### src/rtl/core/spq_pkg.sv
// ----------------------------------------------------------------------------
// Sorted priority queue package
// Entry layout, control group and action codes shared by the queue and its cells.
// ----------------------------------------------------------------------------
package spq_pkg;

    localparam int PID_W   = 22;
    localparam int PRIO_W  = 8;
    localparam int KEY_W   = 16;
    localparam int COUNT_W = 5;

    localparam logic ACT_INSERT = 1'b0;
    localparam logic ACT_POP    = 1'b1;

    typedef struct packed {
        logic [KEY_W-1:0]  key;
        logic [PRIO_W-1:0] prio;
        logic [PID_W-1:0]  pid;
    } t_entry;

    typedef struct packed {
        logic ins;
        logic pop;
    } t_cell_ctrl;

endpackage

### src/rtl/core/spq_cell.sv
// ----------------------------------------------------------------------------
// Sorted priority queue cell
// Holds one entry; on an insert it keeps, shifts in from the left or takes the
// new entry, and on a pop it shifts in from the right.
// ----------------------------------------------------------------------------
module spq_cell (
    input  logic                i_clk,
    input  logic                i_rst_n,
    input  spq_pkg::t_cell_ctrl i_ctrl,
    input  spq_pkg::t_entry     i_new,
    input  spq_pkg::t_entry     i_left_entry,
    input  logic                i_left_valid,
    input  logic                i_left_gt,
    input  spq_pkg::t_entry     i_right_entry,
    input  logic                i_right_valid,
    output spq_pkg::t_entry     o_entry,
    output logic                o_valid,
    output logic                o_gt,
    output spq_pkg::t_entry     o_next_entry,
    output logic                o_next_valid
);
    import spq_pkg::*;

    t_entry r_entry;
    t_entry n_entry;
    logic   r_valid;
    logic   n_valid;
    logic   w_gt;

    // An empty cell counts as holding a larger key, so the flags along the row
    // change from low to high at most once.
    assign w_gt = !r_valid || (r_entry.key > i_new.key);

    always_comb begin
        n_entry = r_entry;
        n_valid = r_valid;
        if (i_ctrl.ins && w_gt) begin
            if (i_left_gt) begin
                n_entry = i_left_entry;
                n_valid = i_left_valid;
            end else begin
                n_entry = i_new;
                n_valid = 1'b1;
            end
        end else if (i_ctrl.pop) begin
            n_entry = i_right_entry;
            n_valid = i_right_valid;
        end
    end

    always_ff @(posedge i_clk) begin
        r_entry <= n_entry;
        if (!i_rst_n) begin
            r_valid <= 1'b0;
        end else begin
            r_valid <= n_valid;
        end
    end

    assign o_entry      = r_entry;
    assign o_valid      = r_valid;
    assign o_gt         = w_gt;
    assign o_next_entry = n_entry;
    assign o_next_valid = n_valid;

endmodule

### src/rtl/core/sorted_priority_queue.sv
// ----------------------------------------------------------------------------
// Sorted priority queue
// Up to ENTRIES scheduler entries kept in ascending key order in a row of cells.
// ----------------------------------------------------------------------------
// The input channel carries one command per transaction: tuser selects insert
// or pop, tdata carries the entry to insert. Every command returns exactly one
// transaction on the output channel with the popped entry, the dropped flag,
// the head entry, the empty flag and the entry count after the command.
// The row of cells updates in the same edge that accepts a command, each cell
// comparing its key with the new key in parallel, and the result is held in
// an output register, which presents the result in the cycle after acceptance;
// a new command is taken every cycle in which the output register is empty
// or being drained, so throughput is one command per cycle with a ready
// receiver. When the receiver stalls, the result stays put and the input is
// held off until it is taken. Reset empties the queue and discards any
// pending result; no clearing pass is needed. Inserts into a full queue
// are dropped and flagged; pops from an empty queue change nothing.
// ----------------------------------------------------------------------------
module sorted_priority_queue #(
    parameter int ENTRIES = 16
) (
    input  logic        i_clk,
    input  logic        i_rst_n,
    input  logic        s_axis_tvalid,
    output logic        s_axis_tready,
    // pid[21:0], priority[29:22], key[45:30], zero pad[47:46]
    input  logic [47:0] s_axis_tdata,
    // action[0]
    input  logic        s_axis_tuser,
    output logic        m_axis_tvalid,
    input  logic        m_axis_tready,
    // popped_valid[0], popped_pid[22:1], popped_priority[30:23],
    // popped_key[46:31], insert_dropped[47], queue_empty[48],
    // head_pid[70:49], head_key[86:71], entry_count[91:87], zero pad[95:92]
    output logic [95:0] m_axis_tdata
);
    import spq_pkg::*;

    localparam int CNT_W = $clog2(ENTRIES + 1);
    localparam int OUT_W = 1 + PID_W + PRIO_W + KEY_W + 1 + 1 + PID_W + KEY_W + COUNT_W;

    t_entry     w_entry      [ENTRIES];
    logic       w_valid      [ENTRIES];
    logic       w_gt         [ENTRIES];
    t_entry     w_next_entry [ENTRIES];
    logic       w_next_valid [ENTRIES];
    logic [ENTRIES-1:0] w_valid_vec;

    t_entry     w_new;
    t_cell_ctrl w_ctrl;
    logic       w_accept;
    logic       w_full;
    logic       w_empty;

    logic [CNT_W-1:0]   r_count;
    logic [CNT_W-1:0]   n_count;
    logic [CNT_W+4:0]   w_count_ext;
    logic               r_out_valid;
    logic               n_out_valid;
    logic [OUT_W-1:0]   r_out;
    logic [OUT_W-1:0]   n_out;

    logic               w_pop_valid;
    t_entry             w_popped;
    t_entry             w_head;

    assign w_new.pid  = s_axis_tdata[PID_W-1:0];
    assign w_new.prio = s_axis_tdata[PID_W+PRIO_W-1:PID_W];
    assign w_new.key  = s_axis_tdata[PID_W+PRIO_W+KEY_W-1:PID_W+PRIO_W];

    assign s_axis_tready = !r_out_valid || m_axis_tready;
    assign w_accept      = s_axis_tvalid && s_axis_tready;
    assign w_full        = (r_count == CNT_W'(ENTRIES));
    assign w_empty       = (r_count == '0);

    assign w_ctrl.ins = w_accept && (s_axis_tuser == ACT_INSERT) && !w_full;
    assign w_ctrl.pop = w_accept && (s_axis_tuser == ACT_POP) && !w_empty;

    for (genvar gi = 0; gi < ENTRIES; gi++) begin : g_cell
        t_entry w_left_entry;
        logic   w_left_valid;
        logic   w_left_gt;
        t_entry w_right_entry;
        logic   w_right_valid;

        if (gi == 0) begin : g_first
            assign w_left_entry = '0;
            assign w_left_valid = 1'b0;
            assign w_left_gt    = 1'b0;
        end else begin : g_mid_left
            assign w_left_entry = w_entry[gi-1];
            assign w_left_valid = w_valid[gi-1];
            assign w_left_gt    = w_gt[gi-1];
        end

        if (gi == ENTRIES - 1) begin : g_last
            assign w_right_entry = '0;
            assign w_right_valid = 1'b0;
        end else begin : g_mid_right
            assign w_right_entry = w_entry[gi+1];
            assign w_right_valid = w_valid[gi+1];
        end

        spq_cell u_cell (
            .i_clk         (i_clk),
            .i_rst_n       (i_rst_n),
            .i_ctrl        (w_ctrl),
            .i_new         (w_new),
            .i_left_entry  (w_left_entry),
            .i_left_valid  (w_left_valid),
            .i_left_gt     (w_left_gt),
            .i_right_entry (w_right_entry),
            .i_right_valid (w_right_valid),
            .o_entry       (w_entry[gi]),
            .o_valid       (w_valid[gi]),
            .o_gt          (w_gt[gi]),
            .o_next_entry  (w_next_entry[gi]),
            .o_next_valid  (w_next_valid[gi])
        );

        assign w_valid_vec[gi] = w_valid[gi];
    end

    always_comb begin
        n_count = r_count;
        if (w_ctrl.ins) begin
            n_count = r_count + CNT_W'(1);
        end else if (w_ctrl.pop) begin
            n_count = r_count - CNT_W'(1);
        end
    end

    assign w_count_ext = {5'd0, n_count};
    assign w_pop_valid = w_ctrl.pop;
    assign w_popped    = w_pop_valid ? w_entry[0] : '0;
    assign w_head      = w_next_valid[0] ? w_next_entry[0] : '0;

    always_comb begin
        n_out = {w_count_ext[COUNT_W-1:0],
                 w_head.key,
                 w_head.pid,
                 !w_next_valid[0],
                 w_accept && (s_axis_tuser == ACT_INSERT) && w_full,
                 w_popped.key,
                 w_popped.prio,
                 w_popped.pid,
                 w_pop_valid};
    end

    always_comb begin
        n_out_valid = r_out_valid;
        if (w_accept) begin
            n_out_valid = 1'b1;
        end else if (m_axis_tready) begin
            n_out_valid = 1'b0;
        end
    end

    always_ff @(posedge i_clk) begin
        if (w_accept) begin
            r_out <= n_out;
        end
        if (!i_rst_n) begin
            r_count     <= '0;
            r_out_valid <= 1'b0;
        end else begin
            r_count     <= n_count;
            r_out_valid <= n_out_valid;
        end
    end

    assign m_axis_tvalid = r_out_valid;
    assign m_axis_tdata  = {{(96 - OUT_W){1'b0}}, r_out};

    a_count_bound : assert property (@(posedge i_clk) disable iff (!i_rst_n)
        r_count <= CNT_W'(ENTRIES))
        else $error("entry count exceeds queue depth");

    a_valid_matches_count : assert property (@(posedge i_clk) disable iff (!i_rst_n)
        $countones(w_valid_vec) == int'(r_count))
        else $error("cell valid bits disagree with entry count");

    a_head_ordered : assert property (@(posedge i_clk) disable iff (!i_rst_n)
        (w_valid[0] && w_valid[1]) |-> (w_entry[0].key <= w_entry[1].key))
        else $error("head entries out of key order");

    a_pop_decrements : assert property (@(posedge i_clk) disable iff (!i_rst_n)
        w_ctrl.pop |=> (r_count == $past(r_count) - CNT_W'(1)))
        else $error("pop did not reduce entry count");

    a_drop_only_full : assert property (@(posedge i_clk) disable iff (!i_rst_n)
        (w_accept && (s_axis_tuser == ACT_INSERT)) |=> (r_out[47] == $past(w_full)))
        else $error("insert dropped flag inconsistent with full queue");

endmodule
### config.mk
export PLATFORM = sky130hd
export DESIGN_NAME = sorted_priority_queue
export DESIGN_NICKNAME = d
export VERILOG_FILES = /design/src/rtl/core/spq_pkg.sv /design/src/rtl/core/spq_cell.sv /design/src/rtl/core/sorted_priority_queue.sv
export SDC_FILE = /design/constraint.sdc
export NUM_CORES = 2
export LEC_CHECK = 0
export ABC_AREA = 0
export BUFFER_PORTS_ARGS = -buffer_cell sky130_fd_sc_hd__buf_2
export CAP_MARGIN = 30
export CELL_PAD_IN_SITES_DETAIL_PLACEMENT = 0
export CELL_PAD_IN_SITES_GLOBAL_PLACEMENT = 1
export CORE_ASPECT_RATIO = 0.9
export CORE_MARGIN = 3
export CORE_UTILIZATION = 35
export DETAILED_ROUTE_END_ITERATION = 6
export GPL_TIMING_DRIVEN = 0
export PLACE_DENSITY_LB_ADDON = 0.1
export SLEW_MARGIN = 10
export SYNTH_ARGS = -nofsm -noshare
export SYNTH_HDL_FRONTEND = slang
export SYNTH_SLANG_ARGS = --single-unit
### constraint.sdc
create_clock -name i_clk -period 8.7 [get_ports i_clk]
set_input_delay 2.61 -clock i_clk [delete_from_list [all_inputs] [get_ports i_clk]]
set_output_delay 2.61 -clock i_clk [all_outputs]
set_load 0.01 [all_outputs]
# [Word level (Yosys, flattened, before mapping)]
# Cells that the tools add are included.
[word_totals] elab_cells=264 register_bits=850
[op_classes] reduce_logical=77 order_cmp=16 addsub=2 n_eq_ne=1 n_bitwise=1 n_mux=98
[op_table] cell="2-to-1 mux 46 bit" n=47
[op_table] cell="greater-than comparator 16 bit" n=16
[op_table] cell="2-to-1 mux 1 bit" n=49
[op_table] cell="nonzero test 2 bit" n=17
[op_table] cell="logical AND 1 bit" n=22
[op_table] cell="zero test 1 bit" n=20
[op_table] cell="logical OR 1 bit" n=17
[op_table] cell="2-to-1 mux 5 bit" n=2
[op_table] cell="adder 5 x 1 -> 5 bit, second input constant" n=1
[op_table] cell="== test 5 bit, second input constant" n=1
[op_table] cell="zero test 5 bit" n=1
[op_table] cell="subtractor 5 x 1 -> 5 bit, second input constant" n=1
[op_table] cell="NOT 1 bit" n=1

# [Depth between registers and ports, before layout]
[depth] ltp_word=8 depth_mapped=12 depth_no_buf=10

# [Cells and area by module]
# Synthesis repeated with hierarchy kept, for this count alone.
[unflattened] hier_cells=7063 area_unflattened_um2=63074.2
[modules_own_cells] mod="spq_cell (g_cell[1].u_cell ...)" cells_per_inst=538 instances=9 area_each_um2=4200.3 seq_area_each_um2=940.9
[modules_own_cells] mod="spq_cell (g_cell[0].u_cell ...)" cells_per_inst=281 instances=7 area_each_um2=3042.9 seq_area_each_um2=940.9
[modules_own_cells] mod="sorted_priority_queue" cells_per_inst=254 instances=1 area_each_um2=3971.3 seq_area_each_um2=2882.8

# [Worst setup path before layout]
# No wires, ideal clock.
[synth_timing] path_kind="input-to-reg" from="in s_axis_tdata[45]" to="reg g_cell[12].u_cell.r_entry (netlist bit g_cell[12].u_cell.o_entry[0]) (enable)" t_arrival_ps=7665 setup_time_ps=513 path_buffers=2 slack_ps=521 stages=10 cell_sequence="inv_1 -> ha_1 -> nand4_1 -> nor4_1 -> a21boi_0 -> nand3b_1 -> o21ai_1 -> buf_2 -> clkbuf_1 -> o21ai_0"
[synth_via] elab_chain_len=4
[synth_lines] item="from (decl)" line_no="sorted_priority_queue.sv:27" source="input logic [47:0] s_axis_tdata,"
[synth_lines] item="greater-than comparator 16 bit" line_no="spq_cell.sv:32" source="assign w_gt = !r_valid || (r_entry.key > i_new.key);"
[synth_lines] item="logical OR 1 bit" line_no="spq_cell.sv:32"
[synth_lines] item="logical AND 1 bit" line_no="spq_cell.sv:37" source="if (i_ctrl.ins && w_gt) begin"
[synth_lines] item="nonzero test 2 bit (no line)"
[synth_lines] item="to (signal assigned)" line_no="spq_cell.sv:52" source="r_entry <= n_entry;"
[synth_lines] item="to (decl)" line_no="spq_cell.sv:24" source="t_entry r_entry;"
# Every way passes these cells.
# A chain may end at the register's enable or synchronous reset.

# [Final worst setup path]
[layout_timing] from="in s_axis_tdata[41]" to="reg g_cell[12].u_cell.r_entry (netlist bit g_cell[12].u_cell.o_entry[7]) (enable)"
# Same word-level chain as after synthesis.

==> impl_metrics.env <==
export IMPL_drt_initial_drc_count=2565
export IMPL_synth_cell_types=77
export IMPL_crit_buf_inv=5
export IMPL_cp_slowest_cell="o21ai_4"
export IMPL_cts_resized_gates=0
export IMPL_syn_to_final_growth_pct=14.3
export IMPL_root_buffer="clkbuf_16"
export IMPL_tritoncts="built"
export IMPL_pin_count=151
export IMPL_ir_drop_mv=0.144
export IMPL_critPathRequiredTime_ns=9.10
export IMPL_p_total_mw=11.6
export IMPL_drtAntennaViolNets=0
export IMPL_antenna_found_initial=8
export IMPL_internal_power_mw=8.19
export IMPL_synth_area_top_cells="edfxtp_1 (49%), ha_1 (6.7%), mux2i_1 (6.4%), nand2_1 (4.9%), o21ai_0 (3.7%)"
export IMPL_clock_skew_ns=0.0161
export IMPL_hold_class="register to register"
export IMPL_dp_hpwl_um=134000
export IMPL_syn_area_um2=48000
export IMPL_fp_dieH_um=357
export IMPL_grt_max_degree=70
export IMPL_layout_drive_gt1_share_pct=12.2
export IMPL_clk_transition_reported_paths_ns=0.06
export IMPL_avgViaCountPerCell=5.18
export IMPL_crit_arrival_ns=7.04
export IMPL_power_frac_clock_pct=34.8
export IMPL_min_period_ns=6.64
export IMPL_gp_congestion=0.892
export IMPL_port_buffers=144
export IMPL_yosysWarnings=0
export IMPL_clkSinkCount=850
export IMPL_synth_edf_count=790
export IMPL_ys_seq_area_share_pct=51.9
export IMPL_clk_insertion_delay_late_ns=0.71
export IMPL_wire_per_inst_um=23.7
export IMPL_worst_pin_slew_ns=1.05
export IMPL_dp_cells=6581
export IMPL_preCtsSetupSlack_ns=1.33
export IMPL_final_util_pct=40.4
export IMPL_fmax_mhz=151
export IMPL_p_leak_nw=21.1
export IMPL_track_usage_pct=22.2
export IMPL_postCtsSetupBuffers=0
export IMPL_initial_core_util_pct=35.4
export IMPL_finalCritPeriodShare_pct=76.3
export IMPL_crit_top_cell="buf_2"
export IMPL_h_tree_depth=3
export IMPL_crit_fanout=28
export IMPL_firstDrtPassIters=7
export IMPL_final_max_slew_viol_count=0
export IMPL_hold_viol=0
export IMPL_nets=5181
export IMPL_row_count=128
export IMPL_hold_buffers=0
export IMPL_die_x_um=397
export IMPL_netlist_area_leader_share_pct=49.4
export IMPL_ys_ff_latch=850
export IMPL_first_global_vias=34800
export IMPL_dieArea_um2=142000
export IMPL_status="complete, no violations"
export IMPL_power_density_nw_per_um2=211
export IMPL_async_flop_share_pct=0
export IMPL_vias=35100
export IMPL_switching_share_pct=29.2
export IMPL_syn_instance_count=4587
export IMPL_drc=0
export IMPL_seq_power_share_pct=47.7
export IMPL_cp_start_kind="input port"
export IMPL_grt_overflow_total=0
export IMPL_max_stage_delay_ns=0.62
export IMPL_crit_type="input port to register"
export IMPL_cts_made_buffers=99
export IMPL_grt_pass1_wl_um=234000
export IMPL_syn_avg_cell_area_um2=10.5
export IMPL_setup_slack_ns=2.06
export IMPL_clockBufferDepth=3
export IMPL_rsz0062_at_grt="no"
export IMPL_slew_headroom_pct=30.0
export IMPL_end_kind="register"
export IMPL_fin_cells=6779
export IMPL_pwr_share_comb_pct=17.5
export IMPL_core_um2=136000
export IMPL_maxCapViolCount=0
export IMPL_setup_viol=0
export IMPL_switchingPower_mw=3.38
export IMPL_routed_wl_um=161000
export IMPL_crit_path_cell_trace="buf_2 -> inv_1 -> ha_1 -> nand4_1 -> nor4_1 -> a21boi_0 -> nand3b_1 -> o21ai_1 -> buf_2 -> clkbuf_1 -> o21ai_4 -> buf_12"
export IMPL_path_delay_family="buffers and inverters"
export IMPL_ys_flop_type="edfxtp_1"
export IMPL_synth_top_area_cell="edfxtp_1"
## metrics by stage
stage / TNS (ns) / instance area [µm²] / hold slack [ns]
after detailed placement: 0 / 51600 / 0.495
after global routing: 0 / 54900 / 0.531
final: 0 / 54900 / 0.501
after global placement: -869.92 / 51100 / 0.483
after CTS: 0 / 54700 / 0.504
after floorplan: 0 / 48100 / 0.466
## synthesized netlist by cell type, types with 9 or more instances
| cell type | count |
|---|---|
| mux2i_1 | 305 |
| buf_1 | 13 |
| mux2_1 | 59 |
| buf_6 | 16 |
| nand2_1 | 623 |
| buf_2 | 105 |
| ha_1 | 258 |
| buf_4 | 12 |
| nand3_1 | 121 |
| a22o_1 | 10 |
| clkbuf_1 | 218 |
| nor3_1 | 21 |
| nand4_1 | 48 |
| dfxtp_1 | 60 |
| nand2b_1 | 19 |
| nor2b_1 | 18 |
| inv_1 | 53 |
| a21o_1 | 27 |
| mux2_2 | 121 |
| edfxtp_1 | 790 |
| a31oi_1 | 281 |
| o211ai_1 | 13 |
| a21oi_1 | 328 |
| o21ai_1 | 62 |
| and3_1 | 9 |
| nand3b_1 | 47 |
| nor2_1 | 392 |
| o21ai_0 | 354 |
| o21a_1 | 45 |
| and2_1 | 55 |
| and4_1 | 10 |
## registers in the layout (all words and copies together), names as in the netlist
register               cells
r_count                    5
g_cell.u_cell.o_valid     16
r_out                     92
m_axis_tvalid              1
g_cell.u_cell.o_entry    736
## cell usage in the layout, fill, tap and decap left out, types with 9 or more instances in the layout
master and count:
and3_1 9, a31oi_1 281, nor3_1 21, dfxtp_1 60, buf_4 14, clkinv_2 17
nand2b_1 19, o211ai_1 13, nand2_1 615, o21ai_0 350, nand4_1 48, o21a_1 45
a22o_1 10, nand3_1 121, clkbuf_1 242, buf_16 9, mux2_1 59, mux2_2 121
buf_6 19, clkbuf_16 101, nor2b_1 18, a21oi_1 328, buf_1 13, and4_1 10
a21o_1 27, o21ai_1 62, nand3b_1 47, buf_2 251, ha_1 258, and2_1 55
clkinv_1 23, inv_1 52, buf_12 15, nand2_2 9, nor2_1 392, mux2i_1 305
edfxtp_1 790
## worst reg2reg max path, stage by stage (launching register included)
cell and delay [ns]:
edfxtp_1 0.47, ha_1 0.34, nand4_1 0.19, nor4_1 0.58
a21boi_0 0.29, nand3b_1 0.18, o21ai_1 0.32, buf_2 0.35
clkbuf_1 0.33, o21ai_4 0.62, buf_12 0.27
## power by group through the flow
stage | Sequential, mW | Clock, mW | Combinational, mW
2_1_floorplan | 5.46 | 0 | 1.33
3_3_place_gp | 5.63 | 0 | 1.92
3_5_place_dp | 5.59 | 0 | 2.02
4_1_cts | 5.51 | 4.13 | 2.03
5_1_grt | 5.57 | 4.27 | 2.29
6_report | 5.51 | 4.03 | 2.03
## cell families (layout without fill, tap and decap cells)
logic type                 Yosys count  in the layout  share of synthesized area, %
and+or+nand+nor                   1396           1396                          12.8
AOI/OAI and AO/OA                 1177           1177                          14.1
DFF                                850            850                          51.9
muxes                              485            485                          10.6
buffers and inverters              417            778                          3.87
adders and majority gates          258            258                          6.72
xor gates and xnor gates             3              3                        0.0547
other                                1             12                       0.00780
## layer usage
metal | up-vias | track usage (%) | part of all wire [%]
met5 | - | 0 | 0.0081
met2 | 919 | 33.1 | 42
met1 | 16400 | 33.8 | 51
met3 | 213 | 2.62 | 4.8
li1 | 17600 | - | -
met4 | 2 | 6.19 | 2.7
## worst paths after layout
path                                                     from                            to  slack, ns  cells past startpoint
worst max-delay path                         s_axis_tdata[41]  g_cell[12].u_cell.o_entry[7]       2.06                     12
worst min-delay path                g_cell[15].u_cell.o_valid     g_cell[15].u_cell.o_valid       0.50                      2
worst max register to register  g_cell[12].u_cell.o_entry[41]  g_cell[12].u_cell.o_entry[7]       4.43                     10
worst min register to register      g_cell[15].u_cell.o_valid     g_cell[15].u_cell.o_valid       0.50                      2
## cell type report
class | count | area, µm²
Tap cell | 1820 | 2280
Antenna cell | 8 | 20.0
Clock inverter | 54 | 433
Sequential cell | 850 | 24900
Fill cell | 13500 | 80900
Inverter | 53 | 201
Multi-Input combinational cell | 3323 | 21300
Buffer | 364 | 1660
Clock buffer | 128 | 2660
Timing Repair Buffer | 179 | 1390
No activity file was read; power rests on OpenSTA's default activity.
